==> src/aro_pkg.sv <==
// ----------------------------------------------------------------------------
// aro_pkg
// shared types, widths and the cordic arctangent table
// ----------------------------------------------------------------------------
`timescale 1ns / 1ps
`default_nettype none

package aro_pkg;

  localparam int CoordW   = 20;
  localparam int DiffW    = 21;
  localparam int EntryW   = 16;
  localparam int RowW     = 48;
  localparam int PivotW   = 60;
  localparam int CfgW     = 60;
  localparam int CfgIdxW  = 3;
  localparam int AngleW   = 16;
  localparam int CxW      = 20;
  localparam int CzW      = 26;
  localparam int AtanW    = 22;
  localparam int TrigW    = 17;
  localparam int Steps    = 16;
  localparam int StepW    = 4;
  localparam int RowDepth = 5;
  localparam int Depth    = 2 + Steps + RowDepth;

  localparam logic [CfgIdxW-1:0] RegOuter0 = 3'd0;
  localparam logic [CfgIdxW-1:0] RegOuter1 = 3'd1;
  localparam logic [CfgIdxW-1:0] RegOuter2 = 3'd2;
  localparam logic [CfgIdxW-1:0] RegCross0 = 3'd3;
  localparam logic [CfgIdxW-1:0] RegCross1 = 3'd4;
  localparam logic [CfgIdxW-1:0] RegCross2 = 3'd5;
  localparam logic [CfgIdxW-1:0] RegPivot  = 3'd6;

  localparam logic signed [CxW-1:0] CordicX0 = 20'sd39797;

  typedef struct packed {
    logic signed [CxW-1:0]   x;
    logic signed [CxW-1:0]   y;
    logic signed [CzW-1:0]   z;
    logic                    neg;
    logic signed [DiffW-1:0] d0;
    logic signed [DiffW-1:0] d1;
    logic signed [DiffW-1:0] d2;
  } cordic_t;

  function automatic logic [AtanW-1:0] atan_val(input logic [StepW-1:0] i);
    logic [AtanW-1:0] v;
    case (i)
      4'd0:    v = 22'd2097152;
      4'd1:    v = 22'd1238021;
      4'd2:    v = 22'd654136;
      4'd3:    v = 22'd332050;
      4'd4:    v = 22'd166669;
      4'd5:    v = 22'd83416;
      4'd6:    v = 22'd41718;
      4'd7:    v = 22'd20860;
      4'd8:    v = 22'd10430;
      4'd9:    v = 22'd5215;
      4'd10:   v = 22'd2608;
      4'd11:   v = 22'd1304;
      4'd12:   v = 22'd652;
      4'd13:   v = 22'd326;
      4'd14:   v = 22'd163;
      4'd15:   v = 22'd81;
      default: v = '0;
    endcase
    return v;
  endfunction

endpackage

`default_nettype wire

==> src/aro_cordic_cell.sv <==
// ----------------------------------------------------------------------------
// aro_cordic_cell
// one rotation step of the sine/cosine chain, carrying the point difference
// ----------------------------------------------------------------------------
`timescale 1ns / 1ps
`default_nettype none

module aro_cordic_cell import aro_pkg::*; (
  input  wire logic             clk_i,
  input  wire logic             en_i,
  input  wire logic [StepW-1:0] step_i,
  input  wire cordic_t          s_i,
  output cordic_t               s_o
);

  cordic_t s_d, s_q;
  logic signed [CxW-1:0] xs, ys;
  logic signed [CzW-1:0] at;

  always_comb begin
    xs  = s_i.x >>> step_i;
    ys  = s_i.y >>> step_i;
    at  = $signed(CzW'(atan_val(step_i)));
    s_d = s_i;
    if (!s_i.z[CzW-1]) begin
      s_d.x = s_i.x - ys;
      s_d.y = s_i.y + xs;
      s_d.z = s_i.z - at;
    end else begin
      s_d.x = s_i.x + ys;
      s_d.y = s_i.y - xs;
      s_d.z = s_i.z + at;
    end
  end

  always_ff @(posedge clk_i) begin
    if (en_i) begin
      s_q <= s_d;
    end
  end

  assign s_o = s_q;

endmodule

`default_nettype wire

==> config.mk <==
export PLATFORM = sky130hd
export DESIGN_NAME = aro_cordic_cell
export DESIGN_NICKNAME = d
export VERILOG_FILES = /design/src/aro_pkg.sv /design/src/aro_cordic_cell.sv
export SDC_FILE = /design/constraint.sdc
export NUM_CORES = 1
export LEC_CHECK = 0
export BUFFER_PORTS_ARGS = -buffer_cell sky130_fd_sc_hd__buf_2
export CAP_MARGIN = 15
export CORE_MARGIN = 2
export CORE_UTILIZATION = 55
export DETAILED_ROUTE_END_ITERATION = 16
export PLACE_DENSITY = 0.82
export SYNTH_ARGS = -nofsm -noshare
export SYNTH_HDL_FRONTEND = slang
export SYNTH_SLANG_ARGS = --single-unit
==> constraint.sdc <==
create_clock -name clk_i -period 6.3 [get_ports clk_i]
set_input_delay 1.26 -clock clk_i [delete_from_list [all_inputs] [get_ports clk_i]]
set_output_delay 1.26 -clock clk_i [all_outputs]
set_load 0.005 [all_outputs]
# After elaboration in Yosys (flattened, before gate mapping)
# Memories as Yosys holds them, arrays and structs flattened.
# Cells that the tools add are included.
[totals] mem_bits_ro=352 elab_cells=17 ramBits=0 mem_count=1 output_inout_bits=130 in_bits=136 latchBits=0 regBits=130
[op_classes] mux=1 reduce_logical=0 multipliers=0 bitwise=0 order_cmp=0 shifts=2 n_eq_ne=0 n_addsub=6 div_mod_pow=0
[memory_table] name="(no name shown)" depth=16 word_bits=22 read_ports=1 rd_clocked_by_memory_dff=0 write_ports=0 line="aro_pkg.sv:49" rtl="case (i)"
[ops] op="$mux 66" n=1
[ops] op="$add 20x20->20" n=2
[ops] op="$sshr 20x4->20" n=2
[ops] op="$sub 20x20->20" n=2
[ops] op="$add 26x23->26" n=1
[ops] op="$sub 26x23->26" n=1

# Logic depth before layout (Yosys ltp)
[logic_depth] depth_word=3 depth_mapped=23

# Least setup slack after synthesis
# Ideal clock, no wire load.
[synth_timing] kind="in2reg" from="in step_i[1]" to="reg s_q, in the netlist s_o[88], data pin" setup_slack_ns=0.536 cell_stages=21 t_arrival_ns=5.507 path_cell_list="buf_2 -> inv_1 -> buf_2 -> buf_2 -> ha_1 -> nor2b_1 -> o31a_1 -> a211oi_1 -> and3_1 -> nand3_1 -> nor4_1 -> nor2_1 -> xnor2_1 -> ha_1 -> nor2b_1 -> o21ai_0 -> nor4b_1 -> o2111a_1 -> o31ai_1 -> a21oi_1 -> xnor2_1"
[synth_lines] item="from (decl)" line="aro_cordic_cell.sv:11" rtl="input wire logic [StepW-1:0] step_i,"
[synth_lines] item="to (signal assigned)" line="aro_cordic_cell.sv:38" rtl="s_q <= s_d;"
[synth_lines] item="to (decl)" line="aro_cordic_cell.sv:16" rtl="cordic_t s_d, s_q;"

==> flow_summary.yaml <==
final_layout:
  stdcell_count: 1555
  largest_reg_flops: 130
  diodes: 0
  num-nets-final: 1495
  syn_to_final_growth_pct: 20.6
  layout-drive-gt1-share_pct: 30.1
  fill_cells: 1446
  stdcell_area_sq_um: 12900
setup_path:
  path_max_fanout: 26
  required_ns: 6.48
  endpoint_kind: "flop"
  path_cells: "buf_4, buf_4, mux4_2, mux2i_1, o21ai_0, inv_1, ha_1, a21boi_0, nand4_1, nor2_1, nor2_1, xnor2_1, ha_1, and3_1, and3_1, and3_1, o211ai_1, a21oi_1, nor2_1, a21oi_1, xnor2_1"
  start_kind: "input pin"
  cpMaxStageDelayCell: "mux4_2"
  critPathKind: "in -> reg"
  crit_path_max_incr_delay_ns: 0.53
  critPathArrivalTime_ns: 5.97
global_routing:
  antenna_found_initial: 0
  grt_use_total_pct: 28.7
  grt_max_degree: 75
  grt_pass1_vias: 8889
  grt_pass1_wl_mm: 45.9
  gr-total-overflow: 0
job:
  cap_violations: 0
yosys:
  syn_nets: 1234
  ys_ff_latch: 130
  synth_flop_cell: "edfxtp_1"
  yosysTopAreaCell: "edfxtp_1"
  netlist_area_sq_um: 10700
  yosysTopAreaCellShare_pct: 36.5
  synth_cell_type_count: 76
  avgSynthCellArea_sq_um: 10.5
  synth-edff-count: 130
  synthCells: 1021
  yosys_warnings: 0
  async_reset_ff_share_pct: 0
  synthTopCellsByArea: "edfxtp_1 37%, ha_1 8.7%, mux4_2 8.0%, xnor2_1 5.2%, a21oi_1 4.4%"
  ys_seq_area_share_pct: 36.5
drt:
  via_count: 9486
  via_per_inst: 6.10
  routed_wl_mm: 30.1
  wl_per_cell_microns: 19.4
  dr.pass1.iters: 6
  ant_nets: 0
  drtIter0Drc: 1039
  drcViolationCount: 0
clocking:
  cts-root-buf: "clkbuf_16"
  cts_tree: "built"
  post-cts-setup-buffers: 0
  cts_hold_buf: 0
  clock-sinks: 130
  cts_inserted_buffers: 17
  cts_buffer_depth: 2
  cts.clk_slew.worst_paths_ns: 0.07
  post_cts_resized: 0
  cts_htree_levels: 4
floorplan:
  dieArea_sq_um: 20600
  die_y_microns: 143
  start_util_pct: 56.6
  io_pins: 266
  die_w_microns: 143
  std_cell_rows: 50
  coreArea_sq_um: 18900
place:
  numPortBuffers: 265
  place_area_sq_um: 12300
  gp_congestion: 1.02
  hpwl_mm: 22.6
  placedCellCount: 1523
  post-place-ws_ns: 0.201
timing:
  rsz0062_at_grt: "no"
  tightest_slew_ns: 0.954
  tns_ns: 0
  setup_viol: 0
  finalCritPeriodShare_pct: 91.9
  slew_violations: 0
  period_needed_ns: 5.79
  fmax_ghz: 0.173
  setup_slack_ns: 0.510
  slew_headroom_pct: 36.4
  finalHoldViolCount: 0
power:
  static-leakage-power_nw: 5.48
  p_per_area_nw_per_um2: 263
  ir_drop_uv: 201
worst_hold_path:
  hold_class: "in -> reg"
outcome:
  status: "completed"
[cell type report]
class | instances | area [sq um] | area share [%]
Clock inverter | 15 | 141 | 1.10
Inverter | 32 | 120 | 0.932
Clock buffer | 17 | 425 | 3.30
Sequential cell | 130 | 3900 | 30.3
Timing Repair Buffer | 291 | 1550 | 12.0
Multi-Input combinational cell | 810 | 6420 | 49.8
Tap cell | 260 | 325 | 2.53
[logic make-up (layout without fill, tap and decap cells)]
| logic type | after synthesis | after routing | synth area share, % |
|---|---|---|---|
| flops | 130 | 130 | 36.5 |
| compound gates | 279 | 279 | 16.8 |
| xor+xnor | 107 | 107 | 8.77 |
| buf+inv | 81 | 355 | 3.42 |
| simple gates | 258 | 258 | 12.2 |
| mux | 89 | 89 | 13.0 |
| fa+ha+maj | 77 | 77 | 9.23 |
[per-layer routing]
metal | routed length, microns | part of all wire (%) | track usage [%]
met5 | 0 | 0 | 0
met4 | 1110 | 3.7 | 12.3
met3 | 3020 | 10 | 6.86
met2 | 14300 | 47 | 46.8
met1 | 11700 | 39 | 36.6
[final timing paths]
kind / cells past startpoint / slack (ns) / endpoint / startpoint
setup / recovery: 21 / 0.51 / s_o[109]$_DFFE_PP_ / step_i[0]
hold / removal: 1 / 1.00 / s_o[14]$_DFFE_PP_ / s_i[14]
[synth_stat cells, drive strengths merged (8+ instances only)]
| cell type | number |
|---|---|
| ha | 74 |
| o211ai | 8 |
| a21o | 22 |
| xor2 | 43 |
| nand3 | 19 |
| a21oi | 93 |
| o21bai | 9 |
| a31oi | 19 |
| edfxtp | 130 |
| mux4 | 38 |
| and3 | 14 |
| nand2b | 11 |
| inv | 32 |
| xnor2 | 64 |
| nor3 | 20 |
| nor2b | 19 |
| o21a | 11 |
| o21ai | 50 |
| buf | 24 |
| mux2 | 15 |
| clkbuf | 25 |
| nand2 | 52 |
| nor2 | 77 |
| mux2i | 36 |
[placed cells by master, fill, tap and decap left out, drive strengths merged, types with 20 or more instances in the layout]
cell | Yosys | layout
buf | 24 | 291
edfxtp | 130 | 130
a21oi | 93 | 93
nor2 | 77 | 77
ha | 74 | 74
xnor2 | 64 | 64
nand2 | 52 | 52
o21ai | 50 | 50
xor2 | 43 | 43
inv | 32 | 42
mux4 | 38 | 38
mux2i | 36 | 36
a21o | 22 | 22
nor3 | 20 | 20
[stage by stage]
stage	util (%)	power [mW]	hold slack [ns]
floorplan	-	2.00	1.36
global placement	65.2	2.37	1.44
detailed placement	65.2	2.41	1.44
CTS	68.2	3.39	0.990
global route	68.2	3.57	0.988
finish	68.2	3.38	1.00
[critical path, delay by kind of cell]
| kind | cells | cell delay (ns) |
|---|---|---|
| simple gates | 7 | 1.12 |
| compound gates | 5 | 1.10 |
| mux | 2 | 0.83 |
| buf+inv | 3 | 0.82 |
| fa+ha+maj | 2 | 0.60 |
| xor+xnor | 2 | 0.22 |
[where the power goes]
group / internal, mW / switching [mW] / leakage [nW] / total, mW
Sequential: 1.16 / 0.0342 / 1.27 / 1.19
Combinational: 0.550 / 0.674 / 3.94 / 1.22
Clock: 0.523 / 0.446 / 0.272 / 0.969
Total: 2.23 / 1.15 / 5.48 / 3.38
Power figures use the tool's default switching activity.
